**config.mk**
```make
export PLATFORM = sky130hd
export DESIGN_NAME = conv_front_flat
export DESIGN_NICKNAME = d
export VERILOG_FILES = /design/src/hw/rtl/conv_pkg.sv /design/src/hw/rtl/conv_if.sv /design/src/hw/rtl/conv_front.sv /design/src/flat_wrapper.sv
export SDC_FILE = /design/constraint.sdc
export NUM_CORES = 1
export LEC_CHECK = 0
export ABC_AREA = 1
export BUFFER_PORTS_ARGS = -buffer_cell sky130_fd_sc_hd__buf_2
export CORE_UTILIZATION = 44
export CTS_CLUSTER_SIZE = 25
export DETAILED_ROUTE_END_ITERATION = 7
export GPL_TIMING_DRIVEN = 0
export HOLD_SLACK_MARGIN = 0.06
export PLACE_DENSITY = 0.77
export SLEW_MARGIN = 20
export SYNTH_ARGS = -nofsm -noshare
export SYNTH_HDL_FRONTEND = slang
export SYNTH_SLANG_ARGS = --single-unit
```
**constraint.sdc**
```tcl
create_clock -name clk_i -period 3 [get_ports clk_i]
set_input_delay 0.45 -clock clk_i [delete_from_list [all_inputs] [get_ports clk_i]]
set_output_delay 0.45 -clock clk_i [all_outputs]
set_load 0.02 [all_outputs]
```
**src/hw/rtl/conv_pkg.sv**
```systemverilog
// ----------------------------------------------------------------------------
// conv_pkg: shared types and constants of the convolution layer
// Command codes, register indexes, size defaults and the front-to-back
// job word.
// ----------------------------------------------------------------------------
package conv_pkg;

  localparam int unsigned DefMaxKernels    = 16;
  localparam int unsigned DefMaxChannels   = 8;
  localparam int unsigned DefMaxKernelSide = 7;
  localparam int unsigned DefMaxImageSide  = 32;

  localparam int unsigned CfgIdxW  = 3;
  localparam int unsigned CfgDataW = 32;

  typedef enum logic [1:0] {
    CMD_WEIGHT = 2'd0,
    CMD_BIAS   = 2'd1,
    CMD_PIXEL  = 2'd2,
    CMD_QUERY  = 2'd3
  } cmd_e;

  typedef enum logic [CfgIdxW-1:0] {
    REG_BORDER   = 3'd0,
    REG_KERNELS  = 3'd1,
    REG_CHANNELS = 3'd2,
    REG_KROWS    = 3'd3,
    REG_KCOLS    = 3'd4,
    REG_IROWS    = 3'd5,
    REG_ICOLS    = 3'd6
  } reg_e;

  typedef struct packed {
    logic [3:0]  kernel_index;
    logic [2:0]  channel;
    logic [4:0]  row;
    logic [4:0]  col;
    logic [15:0] value;
    cmd_e        cmd;
  } item_t;

  typedef struct packed {
    logic        [31:0] result_value;
    logic               position_invalid;
  } result_t;

  // Query job handed from the front to the back: flagged or a sweep.
  typedef struct packed {
    logic       flagged;
    logic [3:0] kidx;
    logic [4:0] row;
    logic [4:0] col;
  } job_t;

  // Clamped layer geometry, held in the front and read by the back.
  typedef struct packed {
    logic       same;
    logic [3:0] nc;
    logic [2:0] kr;
    logic [2:0] kc;
    logic [5:0] ir;
    logic [5:0] ic;
    logic [2:0] pad_r;
    logic [2:0] pad_c;
  } geom_t;

endpackage

```
**src/hw/rtl/conv_if.sv**
```systemverilog
// ----------------------------------------------------------------------------
// conv_if: valid/ready channels
// Input item channel, result channel and configuration write channel.
// ----------------------------------------------------------------------------
interface conv_item_if;
  logic               valid;
  logic               ready;
  conv_pkg::item_t    payload;
  modport source (output valid, output payload, input ready);
  modport sink   (input valid, input payload, output ready);
endinterface


interface conv_cfg_if;
  logic                          valid;
  logic                          ready;
  logic [conv_pkg::CfgIdxW-1:0]  index;
  logic [conv_pkg::CfgDataW-1:0] data;
  modport source (output valid, output index, output data, input ready);
  modport sink   (input valid, input index, input data, output ready);
endinterface

```
**src/hw/rtl/conv_front.sv**
```systemverilog
// ----------------------------------------------------------------------------
// conv_front: item intake and classification
// Holds the configuration, writes the weight, bias and pixel stores on load
// words, range-checks queries and pushes query jobs into a short queue.
// ----------------------------------------------------------------------------
module conv_front #(
  parameter int unsigned MaxKernels    = conv_pkg::DefMaxKernels,
  parameter int unsigned MaxChannels   = conv_pkg::DefMaxChannels,
  parameter int unsigned MaxKernelSide = conv_pkg::DefMaxKernelSide,
  parameter int unsigned MaxImageSide  = conv_pkg::DefMaxImageSide
) (
  input  logic              clk_i,
  input  logic              rst_ni,
  conv_item_if.sink         item,
  conv_cfg_if.sink          cfg,
  output conv_pkg::geom_t   geom_o,
  // store write ports
  output logic              w_we_o,
  output logic [3:0]        w_k_o,
  output logic [2:0]        w_c_o,
  output logic [2:0]        w_r_o,
  output logic [2:0]        w_col_o,
  output logic              b_we_o,
  output logic              p_we_o,
  output logic [15:0]       wdata_o,
  output logic [4:0]        p_r_o,
  output logic [4:0]        p_col_o,
  // job queue
  output logic              job_valid_o,
  output conv_pkg::job_t    job_o,
  input  logic              job_ready_i
);
  import conv_pkg::*;

  localparam int unsigned QDepth = 2;

  logic       border_q;
  logic [4:0] nk_raw_q;
  logic [3:0] nc_raw_q;
  logic [2:0] kr_raw_q, kc_raw_q;
  logic [5:0] ir_raw_q, ic_raw_q;

  logic [4:0] nk;
  logic [3:0] nc;
  logic [2:0] kr, kc;
  logic [5:0] ir, ic;
  logic [5:0] out_r, out_c;

  job_t       q_mem [QDepth];
  logic       wp_q, rp_q;
  logic [1:0] cnt_q;
  logic       push;
  job_t       job_new;

  assign cfg.ready = 1'b1;

  always_ff @(posedge clk_i or negedge rst_ni) begin
    if (!rst_ni) begin
      border_q <= 1'b0;
      nk_raw_q <= 5'd1;
      nc_raw_q <= 4'd1;
      kr_raw_q <= 3'd3;
      kc_raw_q <= 3'd3;
      ir_raw_q <= 6'd32;
      ic_raw_q <= 6'd32;
    end else if (cfg.valid) begin
      unique case (cfg.index)
        REG_BORDER:   border_q <= cfg.data[0];
        REG_KERNELS:  nk_raw_q <= cfg.data[4:0];
        REG_CHANNELS: nc_raw_q <= cfg.data[3:0];
        REG_KROWS:    kr_raw_q <= cfg.data[2:0];
        REG_KCOLS:    kc_raw_q <= cfg.data[2:0];
        REG_IROWS:    ir_raw_q <= cfg.data[5:0];
        REG_ICOLS:    ic_raw_q <= cfg.data[5:0];
        default: ;
      endcase
    end
  end

  // zero counts as one, oversize counts as the maximum
  always_comb begin
    nk = (nk_raw_q == '0) ? 5'd1 : (nk_raw_q > 5'(MaxKernels)) ? 5'(MaxKernels) : nk_raw_q;
    nc = (nc_raw_q == '0) ? 4'd1 : (nc_raw_q > 4'(MaxChannels)) ? 4'(MaxChannels) : nc_raw_q;
    kr = (kr_raw_q == '0) ? 3'd1 : (kr_raw_q > 3'(MaxKernelSide)) ? 3'(MaxKernelSide) : kr_raw_q;
    kc = (kc_raw_q == '0) ? 3'd1 : (kc_raw_q > 3'(MaxKernelSide)) ? 3'(MaxKernelSide) : kc_raw_q;
    ir = (ir_raw_q == '0) ? 6'd1 : (ir_raw_q > 6'(MaxImageSide)) ? 6'(MaxImageSide) : ir_raw_q;
    ic = (ic_raw_q == '0) ? 6'd1 : (ic_raw_q > 6'(MaxImageSide)) ? 6'(MaxImageSide) : ic_raw_q;
    if (border_q) begin
      out_r = ir;
      out_c = ic;
    end else begin
      out_r = (ir >= 6'(kr)) ? ir - 6'(kr) + 6'd1 : 6'd0;
      out_c = (ic >= 6'(kc)) ? ic - 6'(kc) + 6'd1 : 6'd0;
    end
    geom_o.same  = border_q;
    geom_o.nc    = nc;
    geom_o.kr    = kr;
    geom_o.kc    = kc;
    geom_o.ir    = ir;
    geom_o.ic    = ic;
    geom_o.pad_r = border_q ? (kr - 3'd1) >> 1 : 3'd0;
    geom_o.pad_c = border_q ? (kc - 3'd1) >> 1 : 3'd0;
  end

  logic acc_item;
  // hold a load word until every earlier query is done with the stores
  assign item.ready = (cnt_q != 2'(QDepth))
                      && (item.payload.cmd == CMD_QUERY || (cnt_q == 2'd0 && job_ready_i));
  assign acc_item   = item.valid && item.ready;

  assign wdata_o = item.payload.value;
  assign w_k_o   = item.payload.kernel_index;
  assign w_c_o   = item.payload.channel;
  assign w_r_o   = item.payload.row[2:0];
  assign w_col_o = item.payload.col[2:0];
  assign p_r_o   = item.payload.row;
  assign p_col_o = item.payload.col;

  always_comb begin
    w_we_o = acc_item && item.payload.cmd == CMD_WEIGHT
             && 32'(item.payload.kernel_index) < MaxKernels
             && 32'(item.payload.channel) < MaxChannels
             && 32'(item.payload.row) < MaxKernelSide
             && 32'(item.payload.col) < MaxKernelSide;
    b_we_o = acc_item && item.payload.cmd == CMD_BIAS
             && 32'(item.payload.kernel_index) < MaxKernels;
    p_we_o = acc_item && item.payload.cmd == CMD_PIXEL
             && 32'(item.payload.channel) < MaxChannels
             && 32'(item.payload.row) < MaxImageSide
             && 32'(item.payload.col) < MaxImageSide;
  end

  assign push = acc_item && item.payload.cmd == CMD_QUERY;
  always_comb begin
    job_new.kidx    = item.payload.kernel_index;
    job_new.row     = item.payload.row;
    job_new.col     = item.payload.col;
    job_new.flagged = (5'(item.payload.kernel_index) >= nk)
                      || (6'(item.payload.row) >= out_r)
                      || (6'(item.payload.col) >= out_c);
  end

  logic pop;
  assign job_valid_o = (cnt_q != 2'd0);
  assign job_o       = q_mem[rp_q];
  assign pop         = job_valid_o && job_ready_i;

  always_ff @(posedge clk_i) begin
    if (push) q_mem[wp_q] <= job_new;
  end

  always_ff @(posedge clk_i or negedge rst_ni) begin
    if (!rst_ni) begin
      wp_q  <= 1'b0;
      rp_q  <= 1'b0;
      cnt_q <= 2'd0;
    end else begin
      if (push) wp_q <= ~wp_q;
      if (pop)  rp_q <= ~rp_q;
      cnt_q <= cnt_q + 2'(push) - 2'(pop);
    end
  end

`ifndef NO_ASSERTIONS
  a_no_overflow: assert property (@(posedge clk_i) disable iff (!rst_ni)
    (cnt_q == 2'(QDepth)) |-> !push) else $error("job queue overflow");
  a_no_underflow: assert property (@(posedge clk_i) disable iff (!rst_ni)
    (cnt_q == 2'd0) |=> (cnt_q <= 2'd1)) else $error("job queue count jump");
  a_one_store: assert property (@(posedge clk_i) disable iff (!rst_ni)
    $onehot0({w_we_o, b_we_o, p_we_o, push})) else $error("item went two ways");
`endif

endmodule

```
**src/flat_wrapper.sv**
```systemverilog
// flat-port wrapper written by rule: the top's interface ports become plain ports
module conv_front_flat import conv_pkg::*;
#(
  parameter int unsigned MaxKernels    = conv_pkg::DefMaxKernels,
  parameter int unsigned MaxChannels   = conv_pkg::DefMaxChannels,
  parameter int unsigned MaxKernelSide = conv_pkg::DefMaxKernelSide,
  parameter int unsigned MaxImageSide  = conv_pkg::DefMaxImageSide
)
  (clk_i, rst_ni, geom_o, w_we_o, w_k_o, w_c_o, w_r_o, w_col_o, b_we_o, p_we_o, wdata_o, p_r_o, p_col_o, job_valid_o, job_o, job_ready_i, item_valid, item_payload, item_ready, cfg_valid, cfg_index, cfg_data, cfg_ready);
  conv_item_if item_i ();
  conv_cfg_if cfg_i ();
  input  logic clk_i;
  input  logic rst_ni;
  output conv_pkg::geom_t geom_o;
  output logic w_we_o;
  output logic [3:0] w_k_o;
  output logic [2:0] w_c_o;
  output logic [2:0] w_r_o;
  output logic [2:0] w_col_o;
  output logic b_we_o;
  output logic p_we_o;
  output logic [15:0] wdata_o;
  output logic [4:0] p_r_o;
  output logic [4:0] p_col_o;
  output logic job_valid_o;
  output conv_pkg::job_t job_o;
  input  logic job_ready_i;
  input wire logic [$bits(item_i.valid)-1:0] item_valid;
  input wire logic [$bits(item_i.payload)-1:0] item_payload;
  output wire logic [$bits(item_i.ready)-1:0] item_ready;
  input wire logic [$bits(cfg_i.valid)-1:0] cfg_valid;
  input wire logic [$bits(cfg_i.index)-1:0] cfg_index;
  input wire logic [$bits(cfg_i.data)-1:0] cfg_data;
  output wire logic [$bits(cfg_i.ready)-1:0] cfg_ready;
  assign item_i.valid = item_valid;
  assign item_i.payload = item_payload;
  assign item_ready = item_i.ready;
  assign cfg_i.valid = cfg_valid;
  assign cfg_i.index = cfg_index;
  assign cfg_i.data = cfg_data;
  assign cfg_ready = cfg_i.ready;
  conv_front #(.MaxKernels(MaxKernels), .MaxChannels(MaxChannels), .MaxKernelSide(MaxKernelSide), .MaxImageSide(MaxImageSide)) u_core (.clk_i(clk_i), .rst_ni(rst_ni), .item(item_i), .cfg(cfg_i), .geom_o(geom_o), .w_we_o(w_we_o), .w_k_o(w_k_o), .w_c_o(w_c_o), .w_r_o(w_r_o), .w_col_o(w_col_o), .b_we_o(b_we_o), .p_we_o(p_we_o), .wdata_o(wdata_o), .p_r_o(p_r_o), .p_col_o(p_col_o), .job_valid_o(job_valid_o), .job_o(job_o), .job_ready_i(job_ready_i));
endmodule
```
==> summary.md, run 1 <==
| Metric | Value |
|---|---|
| Fmax | `around 330 MHz` |
| Top_reg_cell synth | `edfxtp_1` |
| Setup Skew | `0.0131 ns` |
| Critical path peak fanout | `2` |
| Critical path required time | `roughly 3.1 ns` |
| CTS tree | `done` |
| Crit path kind | `reg2reg` |
| CTS clk-pin slew, worst paths | `around 0.070 ns` |
| Area contributors post-synth | `edfxtp_1 22%, dfrtp_1 15%, ha_1 11%` |
| Worst-Margin Slew | `0.772 ns` |
| Diodes inserted | `0` |
| Post-Layout Cell Count | `741` |
| Setup-failing EPs final | `2` |
| Iteration-0 DRC Markers | `about 170` |
| Clk root buf | `clkbuf_8` |
| Worst relative slew slack | `about half` |
| Leak | `between 0.002 and 0.003 uW` |
| GP Congestion | `between 0.8 and 0.9` |
| HP Class | `in2async` |
| Sequential fraction of design power | `between 20% and 30%` |
| Yosys reg bits | `62` |
| Period utilisation layout | `101%` |
| Post-Syn Area per Cell | `between 8 and 9 um^2` |
| Post-synth ARST share | `about half` |
| CTS buffer count | `9` |
| Post-synthesis cell type count | `38` |
| Failing checks | `design-rule violations, negative setup slack` |
| Psw | `between 1500 and 2000 uW` |
| Fin crit period | `roughly 3.0 ns` |
| Largest net degree at the start of global routing | `33` |
| Multi-input combinational cell area | `roughly 1800 um^2` |
| GRT Residual Overflow | `0` |
| Unrepaired setup endpoints after global routing | `true` |
| Outcome | `complete, but fails checks` |
| Mapped Area | `4070 um^2` |
| DP HPWL | `around 7 mm` |
| Die area | `9630 um^2` |
| Vias per inst | `around 4.7` |
| Placed insts | `708` |
| Routed vias | `3461` |
| Syn Inst Count | `roughly 480` |
| Yosys top cell area share | `22.1%` |
| Seq. cell area | `roughly 1700 um^2` |
| Worst setup SP type | `flop` |
| PnR worst setup slack | `-0.0305 ns` |
| WP data arrival | `between 3 and 4 ns` |
| Global-route wire length before repair | `roughly 15 mm` |
| Clk sink count | `62` |
| EDFF count, synth | `30` |
| Area growth from synthesis to layout | `27.9%` |
| Initial Util | `46.0%` |
| Max Slew Vio Count | `0` |
| Final hold slack | `0.156 ns` |
| # H-tree levels | `3` |
| TritonRoute pass-1 iters | `8` |
| Vias in the first global route | `about 3300` |
| Clock buffer depth | `2` |
| Synth area leader | `edfxtp_1` |
| Power per Cell Area | `about 720 nW/um^2` |
| Final Hold Viols | `0` |
| Comb pwr share | `about half` |
| Seq/Total Area, Yosys | `42.1%` |
| Switching Fraction | `between 40% and 50%` |
| Filler instances | `790` |
| Routed WL | `9.17 mm` |
| Core Rows | `34` |
| Ratio of cells with drive above 1 in the final layout | `roughly 36%` |
| Cell Int Power | `2230 uW` |
| Clock Latency Late Sink | `0.35 ns` |
| Core area | `around 8800 um^2` |
| DRC | `10` |
| Fin util | `~60%` |
| Synth warn | `0` |
| Maxcap violations | `0` |
| Die Wd | `between 90 and 100 um` |
| Max VDD drop | `~440 uV` |
| Die Height | `around 98 um` |
| Initial antenna violation count | `0` |
| Drt wl/cell | `~12 um` |
| Port bufs | `115` |
| Setup TNS | `-0.0609 ns` |
| Post-route ant nets | `0` |
| Total power | `3750 uW` |
| Final nets | `about 740` |
| Clk pwr share | `between 20% and 30%` |
| Ports | `between 150 and 200` |
| Crit path capture type | `flop` |
| Tot GR Track Use | `slightly below 20%` |
[sequential cells by signal (all words and copies together) (netlist names)]
signal           flops
u_core.border_q      1
u_core.q_mem        30
u_core.wp_q          1
u_core.rp_q          1
u_core.nk_raw_q      5
u_core.kr_raw_q      3
u_core.ir_raw_q      6
u_core.kc_raw_q      3
u_core.ic_raw_q      6
u_core.nc_raw_q      4
u_core.cnt_q         2
[routing by layer]
metal  vias up  share of wire [%]  GRT usage (%)
met5         -                  0              0
met4         0                1.0           7.81
met3         6                5.6           3.51
met2       111                 50           35.5
met1      1565                 43           22.7
li1       1779                  -              -
[synth_stat cells, types with 2 or more instances]
master	n
nor2_1	37
buf_4	44
edfxtp_1	30
conb_1	2
nand3_1	13
xor2_1	4
nand2_2	4
nand3b_1	2
nand4_1	2
or2_2	2
xnor2_1	5
fa_1	2
nand2_1	105
clkbuf_1	12
inv_1	70
o21ai_0	35
a21boi_0	5
ha_1	36
a31oi_1	4
inv_2	2
nor3_1	3
a21oi_1	17
o22ai_1	2
dfrtp_1	24
dfstp_2	8
a22oi_1	2
[final timing paths]
kind                                    startpoint             endpoint  slack [ns]  cells after the start
worst max-delay path            u_core.ir_raw_q[0]  u_core.q_mem[0][14]       -0.03                     18
max in group asynchronous                   rst_ni      u_core.cnt_q[1]        2.38                      1
min in group clk_i                item_payload[32]  u_core.q_mem[0][11]        0.34                      1
worst min-delay path                        rst_ni      u_core.border_q        0.16                      1
worst min register to register  u_core.kc_raw_q[1]   u_core.kc_raw_q[1]        0.50                      2
worst max register to register  u_core.ir_raw_q[0]  u_core.q_mem[0][14]       -0.03                     18
[cell usage in the layout, fill, tap and decap left out, types with 2 or more instances in the layout]
cell type / count
clkbuf_1: 13
o21ai_0: 30
clkinv_2: 2
a21oi_1: 12
a21oi_4: 2
dfrtp_1: 24
a31oi_1: 4
buf_4: 62
clkbuf_8: 10
nor3_1: 2
conb_1: 3
dfstp_2: 8
xor2_1: 4
o21ai_1: 5
nor2_2: 3
bufinv_16: 2
nand3_1: 13
nand2_1: 104
inv_1: 67
ha_1: 33
or2_2: 2
a21oi_2: 3
buf_2: 116
ha_4: 2
a21boi_0: 3
nand2_2: 5
nand3b_1: 2
fa_1: 2
inv_2: 5
nand4_1: 2
a21boi_1: 2
clkinv_1: 3
nor2_1: 35
xnor2_1: 5
edfxtp_1: 30
[timing repair]
item | CTS | global route
setup endpoints to repair | 2 | 2
buffers inserted | 17 | 1
pin swaps | 17 | 12
resized for setup | 19 | 4
hold buffers | 0 | 0
[critical path, cell delays in order, from the launching register on]
cell	delay (ns)
dfrtp_1	0.38
nor2_1	0.13
nand3_2	0.13
nand2_2	0.09
nand2_1	0.08
ha_1	0.29
inv_2	0.07
ha_2	0.19
fa_1	0.40
a22o_1	0.21
inv_1	0.05
ha_1	0.21
a21boi_1	0.13
o21ai_1	0.13
nand2_1	0.06
nand2_1	0.05
a21boi_0	0.07
nand2_1	0.07
nand2_1	0.06
[stage by stage]
stage | cell area [um^2] | setup slack [ns]
global route | 5200 | -0.255
CTS | 5180 | -0.00437
floorplan | 4080 | 0.0265
detailed placement | 4790 | -0.223
finish | 5200 | -0.0305
global placement | 4790 | -0.138
[power groups by stage]
stage / Combinational [uW] / Clock, uW / Sequential, uW
after CTS: 1850 / 783 / 1110
after global routing: 2080 / 813 / 1130
after detailed placement: 1710 / 0 / 1120
after floorplan: 1250 / 0 / 1100
final: 1870 / 769 / 1110
after global placement: 1660 / 0 / 1110
[logic make-up after synthesis]
family / Yosys count / synth area share [%]
AO/OA/AOI/OAI: 67 / 9.01
flip-flops: 62 / 42.1
AND/OR/NAND/NOR: 173 / 17.8
buffers and inverters: 132 / 16.5
adder cells (fa/ha/maj): 38 / 12.1
other: 2 / 0.185
XOR/XNOR: 10 / 2.34
[area by class of cell]
| type | count | share of cell area [%] |
|---|---|---|
| Timing Repair Buffer | 133 | 13.7 |
| Inverter | 73 | 5.27 |
| Sequential cell | 62 | 32.9 |
| Buffer | 58 | 7.58 |
| Multi-Input combinational cell | 291 | 34.1 |
| Clock inverter | 6 | 1.49 |
| Tap cell | 108 | 2.60 |
| Clock buffer | 10 | 2.45 |
No activity file was read; power rests on OpenSTA's default activity.
==> run 2, diff against run 1 <==
--- a/config.mk
+++ b/config.mk
@@ -15,3 +15,2 @@
 export PLACE_DENSITY = 0.77
-export SLEW_MARGIN = 20
 export SYNTH_ARGS = -nofsm -noshare
--- a/constraint.sdc
+++ b/constraint.sdc
@@ -3,2 +3,2 @@
 set_output_delay 0.45 -clock clk_i [all_outputs]
-set_load 0.02 [all_outputs]
+set_load 0.1 [all_outputs]
==> run 2 against run 1 <==
Against the previous run:
- the run still ends with design-rule violations, negative setup slack left
- flip-flop and latch count unchanged
- die area is the same
- clock skew is 0.0054 ns lower
- sequential power about the same
- worst setup slack lost 0.13 ns
- largest cell class unchanged
- highest routed layer unchanged
==> summary.md, run 2 (synthesis results as in run 1) <==
| Metric | Value |
|---|---|
| Outcome | `complete, but fails checks` |
| Failing checks | `design-rule violations, negative setup slack` |
| Fin crit period | `approximately 3.2 ns` |
| Maxcap violations | `0` |
| Clock buffer depth | `2` |
| Clk pwr share | `~14%` |
| Worst setup path start | `u_core.ic_raw_q[2]` |
| Core area | `around 8800 um^2` |
| Switching Fraction | `56.3%` |
| WP buf/inv | `3` |
| Ports | `164` |
| Critical path's most frequent cell | `nand2_1` |
| Most frequent cells in the layout | `116 x buf_2, 102 x nand2_1, 65 x inv_1, 62 x buf_4` |
| TritonRoute pass-1 iters | `6` |
| GRT Residual Overflow | `0` |
| DRC | `15` |
| WP data arrival | `between 3 and 4 ns` |
| Worst setup SP type | `flop` |
| Seq. cell area | `between 1500 and 2000 um^2` |
| Max VDD drop | `448 uV` |
| M2 GR Usage | `between 30% and 40%` |
| Max FFs per register | `30` |
| Vias per inst | `roughly 4.7` |
| Top Registers | `u_core.q_mem (30), u_core.ic_raw_q (6), u_core.ir_raw_q (6)` |
| Ratio of cells with drive above 1 in the final layout | `between 30% and 40%` |
| Clk sink count | `62` |
| Power per Cell Area | `about 950 nW/um^2` |
| Worst relative slew slack | `between 10% and 20%` |
| Setup-failing EPs final | `2` |
| Fin util | `approximately three fifths` |
| Met1 usage | `between 20% and 30%` |
| Period utilisation layout | `105%` |
| Core Rows | `34` |
| GP Congestion | `roughly 0.84` |
| Crit-path max cell delay | `around 0.40 ns` |
| CTS tree | `done` |
| Setup Skew | `around 0.0076 ns` |
| Worst-Margin Slew | `1.26 ns` |
| Fmax | `about 320 MHz` |
| R2R Path End | `u_core.q_mem[0][14]` |
| Clock Latency Late Sink | `0.33 ns` |
| Vias in the first global route | `about 3200` |
| Multi-input combinational cell area | `between 1500 and 2000 um^2` |
| CP delay by family, top | `compound AO/OA/AOI/OAI gates` |
| Critical path peak fanout | `4` |
| Leak | `roughly 0.0027 uW` |
| Area growth from synthesis to layout | `30.6%` |
| DP HPWL | `6.98 mm` |
| Most common cell after layout, fill and taps aside | `buf_2` |
| Reg2reg setup slack | `-0.16 ns` |
| Crit path kind | `reg2reg` |
| Global-route wire length before repair | `~15 mm` |
| Largest net degree at the start of global routing | `33` |
| CTS buffer count | `9` |
| Cell Int Power | `between 2000 and 2500 uW` |
| CTS clk-pin slew, worst paths | `~0.060 ns` |
| HP Class | `in2async` |
| Slowest-stage cell, CP | `dfrtp_1` |
| Max Slew Vio Count | `0` |
| Most used routing layer | `met2` |
| Setup TNS | `-0.330 ns` |
| Clk root buf | `clkbuf_8` |
| Final Hold Viols | `0` |
| Post-route ant nets | `0` |
| R2r startpoint | `u_core.ic_raw_q[2]` |
| Crit path capture type | `flop` |
| Diodes inserted | `0` |
| Drt wl/cell | `about 12 um` |
| Biggest register | `u_core.q_mem` |
| Final nets | `743` |
| Die Height | `roughly 98 um` |
| Initial antenna violation count | `0` |
| Initial Util | `a little under half` |
| Sequential fraction of design power | `about 22%` |
| PnR worst setup slack | `-0.165 ns` |
| Die Wd | `98.2 um` |
| Filler instances | `between 700 and 800` |
| Comb pwr share | `approximately 64%` |
| Stages on worst setup path | `22` |
| Tot GR Track Use | `between 15 and 20%` |
| Reg2reg path depth | `22` |
| Critical path required time | `between 3 and 4 ns` |
| Die area | `9630 um^2` |
| Unrepaired setup endpoints after global routing | `true` |
| Psw | `~2800 uW` |
| # H-tree levels | `3` |
| Crit path capture | `u_core.q_mem[0][14]` |
| Post-CTS Hold Buffers | `0` |
| Iteration-0 DRC Markers | `106` |
| Routed vias | `approximately 3500` |
| Port bufs | `roughly 120` |
| Routed WL | `9.21 mm` |
| Cells along the critical path | `nor3_2, nand2_2, buf_6, a21oi_4, inv_2, ha_4, inv_2, nor2_1, o21bai_1, nand3_1, nand3b_1, nand3_1, o21ai_1, ha_1, o21ai_1, a21boi_1, o21ai_1, nand2_1, nand2_1, nand2_1, a21oi_2, nand2_1` |
| GR Util met3 | `roughly 3.4%` |
[run 2: repair_timing]
| item | 4_1_cts | 5_1_grt |
|---|---|---|
| buffers inserted | 18 | 2 |
| pin swaps | 14 | 7 |
| resized for setup | 8 | 4 |
| setup endpoints to repair | 2 | 2 |
[run 2: worst min path at each step]
stage	startpoint	end	slack [ns]
global placement	u_core.nc_raw_q[2]	u_core.nc_raw_q[2]	0.47
detailed placement	u_core.nc_raw_q[0]	u_core.nc_raw_q[0]	0.49
CTS	rst_ni	u_core.border_q	0.17
global route	rst_ni	u_core.border_q	0.22
finish	rst_ni	u_core.ir_raw_q[2]	0.17
floorplan	rst_ni	u_core.border_q	0.15
[run 2: routing by layer]
metal / share of wire (%) / up-vias
met2: 51 / 104
met4: 1.2 / 0
li1: - / 1783
met5: 0 / -
met3: 4.8 / 9
met1: 43 / 1589
[run 2: area by class of cell]
type | instances | share of cell area (%)
Buffer | 58 | 7.54
Clock buffer | 16 | 3.79
Inverter | 73 | 5.23
Multi-Input combinational cell | 291 | 35.0
Sequential cell | 62 | 32.2
Tap cell | 108 | 2.54
Timing Repair Buffer | 135 | 13.7
[run 2: power by group through the flow]
stage | registers (uW) | clock network, uW | logic, uW
2_1_floorplan | 1100 | 0 | 2630
3_3_place_gp | 1120 | 0 | 3040
3_5_place_dp | 1130 | 0 | 3100
4_1_cts | 1110 | 738 | 3200
5_1_grt | 1130 | 777 | 3450
6_report | 1120 | 718 | 3220
[run 2: per-stage QoR]
| step | power, uW | instance area [um^2] | instances | setup WS [ns] | hold WS [ns] |
|---|---|---|---|---|---|
| floorplan | 3740 | 4210 | 485 | -0.269 | 0.154 |
| global placement | 4160 | 4920 | 708 | -0.155 | 0.468 |
| detailed placement | 4230 | 4920 | 708 | -0.190 | 0.487 |
| CTS | 5050 | 5280 | 741 | -0.0380 | 0.172 |
| global route | 5350 | 5310 | 743 | -0.396 | 0.217 |
| finish | 5060 | 5310 | 743 | -0.165 | 0.173 |
[run 2: worst register-to-register path, cell delays in order (launching register included)]
cell      delay (ns)
dfrtp_1         0.40
nor3_2          0.22
nand2_2         0.09
buf_6           0.12
a21oi_4         0.22
inv_2           0.08
ha_4            0.16
inv_2           0.04
nor2_1          0.03
o21bai_1        0.15
nand3_1         0.09
nand3b_1        0.16
nand3_1         0.10
o21ai_1         0.11
ha_1            0.25
o21ai_1         0.12
a21boi_1        0.07
o21ai_1         0.15
nand2_1         0.06
nand2_1         0.05
nand2_1         0.06
a21oi_2         0.12
nand2_1         0.07
==> run 3, diff against run 2 <==
- MAX_ROUTING_LAYER: not set -> met4
==> run 3 against run 2 <==
Against the previous run:
- sequential power about the same
- the run still ends with design-rule violations, negative setup slack left
- die area did not move
- wire length decreased by 2.8%
- design area down 0.85%
- clock power fell by 2%
- flip-flop and latch count is the same
- first-iteration DRC count decreased by 4.7%
- worst setup slack gained 0.16 ns
- global-route usage decreased by 0.089 points
- non-clock buffer count is 4 lower
- worst hold slack worse by 0.028 ns
- largest power group unchanged
- clock-buffer cell count down 6
- critical endpoint unchanged
==> summary.md, run 3 (synthesis results as in run 1) <==
| Metric | Value |
|---|---|
| Outcome | `complete, but fails checks` |
| Failing checks | `design-rule violations, negative setup slack` |
| Final nets | `roughly 740` |
| Max Slew Vio Count | `0` |
| Crit path capture type | `flop` |
| Die Wd | `around 100 um` |
| DP Area | `between 4000 and 5000 um^2` |
| Max VDD drop | `~520 uV` |
| Filler instances | `about 830` |
| Post-Layout Cell Count | `739` |
| Fmax | `333 MHz` |
| Die Height | `roughly 98 um` |
| GRT Residual Overflow | `0` |
| Diodes inserted | `0` |
| Tot GR Track Use | `between 10% and 20%` |
| Worst-Margin Slew | `about 1.3 ns` |
| Leak | `roughly 0.0027 uW` |
| Post-route ant nets | `0` |
| Crit-path max cell delay | `~0.43 ns` |
| Most common cell after layout, fill and taps aside | `buf_2` |
| Worst relative slew slack | `14.2%` |
| Critical path's most frequent cell | `nand2_1` |
| Clk sink count | `62` |
| Multi-input combinational cell area | `between 1500 and 2000 um^2` |
| Die area | `9630 um^2` |
| Clock Latency Late Sink | `0.34 ns` |
| WP data arrival | `roughly 3.1 ns` |
| R2r startpoint | `u_core.ic_raw_q[4]` |
| Setup Skew | `0.0109 ns` |
| Worst setup SP type | `flop` |
| Most frequent cells in the layout | `116 x buf_2, 104 x nand2_1, 63 x inv_1, 59 x buf_4` |
| Critical path required time | `3.09 ns` |
| Max FFs per register | `30` |
| Initial Util | `between 40% and 50%` |
| Cells along the critical path | `nor3_2, nand2_1, nand2_1, nand2_2, ha_4, inv_2, ha_4, fa_1, a31oi_1, ha_1, a21boi_1, o21ai_1, nand2_1, nand2_1, nand2_1, a21oi_2, nand2_1` |
| Pre-CTS setup slack | `-0.228 ns` |
| Area growth from synthesis to layout | `29.5%` |
| Maxcap violations | `0` |
| Post-CTS Hold Buffers | `0` |
| Biggest register | `u_core.q_mem` |
| Period utilisation layout | `100%` |
| Largest net degree at the start of global routing | `33` |
| Unrepaired setup endpoints after global routing | `true` |
| Power per Cell Area | `roughly 950 nW/um^2` |
| HP Class | `in2async` |
| CP delay by family, top | `adder cells` |
| # H-tree levels | `3` |
| PnR worst setup slack | `-0.00654 ns` |
| Initial antenna violation count | `0` |
| Setup-failing EPs final | `1` |
| Design Area, Final | `around 5300 um^2` |
| Port bufs | `roughly 120` |
| DP HPWL | `between 6 and 7 mm` |
| Routed WL | `8.96 mm` |
| Clk root buf | `clkbuf_8` |
| Worst setup path start | `u_core.ic_raw_q[4]` |
| Fin crit period | `about 3 ns` |
| Top Registers | `u_core.q_mem (30), u_core.ic_raw_q (6), u_core.ir_raw_q (6)` |
| DRC | `14` |
| Global-route wire length before repair | `14.3 mm` |
| GP Congestion | `between 0.8 and 0.9` |
| Placed insts | `~710` |
| TritonRoute pass-1 iters | `8` |
| Crit path kind | `reg2reg` |
| Iteration-0 DRC Markers | `101` |
| Routed vias | `approximately 3500` |
| Core Rows | `34` |
| Ratio of cells with drive above 1 in the final layout | `38.5%` |
| CTS buffer count | `9` |
| Ports | `164` |
| Clock buffer depth | `2` |
| Vias in the first global route | `slightly above 3000` |
| Vias per inst | `4.67` |
| Slowest-stage cell, CP | `fa_1` |
| Seq. cell area | `around 1700 um^2` |
| Critical path peak fanout | `3` |
| WP buf/inv | `1` |
| CTS tree | `done` |
| CTS clk-pin slew, worst paths | `roughly 0.07 ns` |
| Core area | `between 8000 and 9000 um^2` |
| Setup TNS | `-0.00654 ns` |
| Drt wl/cell | `12.1 um` |
| Final Hold Viols | `0` |
[run 3: layer usage]
metal / track usage [%] / share of wire, % / vias to the layer above
li1: - / - / 1780
met1: 22.8 / 43 / 1541
met2: 33.6 / 49 / 120
met3: 3.44 / 6.0 / 11
met4: 6.66 / 1.5 / 0
met5: - / 0 / -
[run 3: repair_timing]
action | in CTS | in global routing
cloned | 0 | 0
buffers inserted | 14 | 2
setup endpoints to repair | 2 | 2
gates resized for setup | 11 | 1
pin swaps | 13 | 11
[run 3: path summary, 6_finish.rpt]
path / cells after the start / end / slack, ns
worst max-delay path: 17 / u_core.q_mem[0][14] / -0.007
worst min-delay path: 1 / u_core.ir_raw_q[2] / 0.15
worst max register to register: 17 / u_core.q_mem[0][14] / -0.007
worst min register to register: 2 / u_core.nk_raw_q[0] / 0.50
max in group asynchronous: 1 / u_core.nk_raw_q[2] / 2.39
min in group clk_i: 1 / u_core.q_mem[1][11] / 0.34
[run 3: final cells by class]
class / count / share of cell area (%)
clock inverter: 6 / 1.19
sequential: 62 / 32.5
timing repair buffer: 131 / 13.2
tap: 108 / 2.57
clock buffer: 10 / 2.42
inverter: 73 / 5.27
buffer: 58 / 7.60
multi-input combinational: 291 / 35.2
[run 3: stage by stage]
stage | hold WS [ns] | total power, uW | util [%]
finish | 0.145 | 5020 | 59.5
detailed placement | 0.488 | 4230 | 55.6
floorplan | 0.154 | 3740 | -
global route | 0.199 | 5300 | 59.5
global placement | 0.468 | 4160 | 55.6
CTS | 0.168 | 5030 | 59.3
[run 3: where the power goes]
| part | internal [uW] | total (uW) | switching (uW) | leakage [uW] |
|---|---|---|---|---|
| Clock | 380 | 707 | 327 | 0.0000899 |
| Sequential | 1030 | 1110 | 81.3 | 0.000650 |
| Combinational | 751 | 3200 | 2450 | 0.00198 |
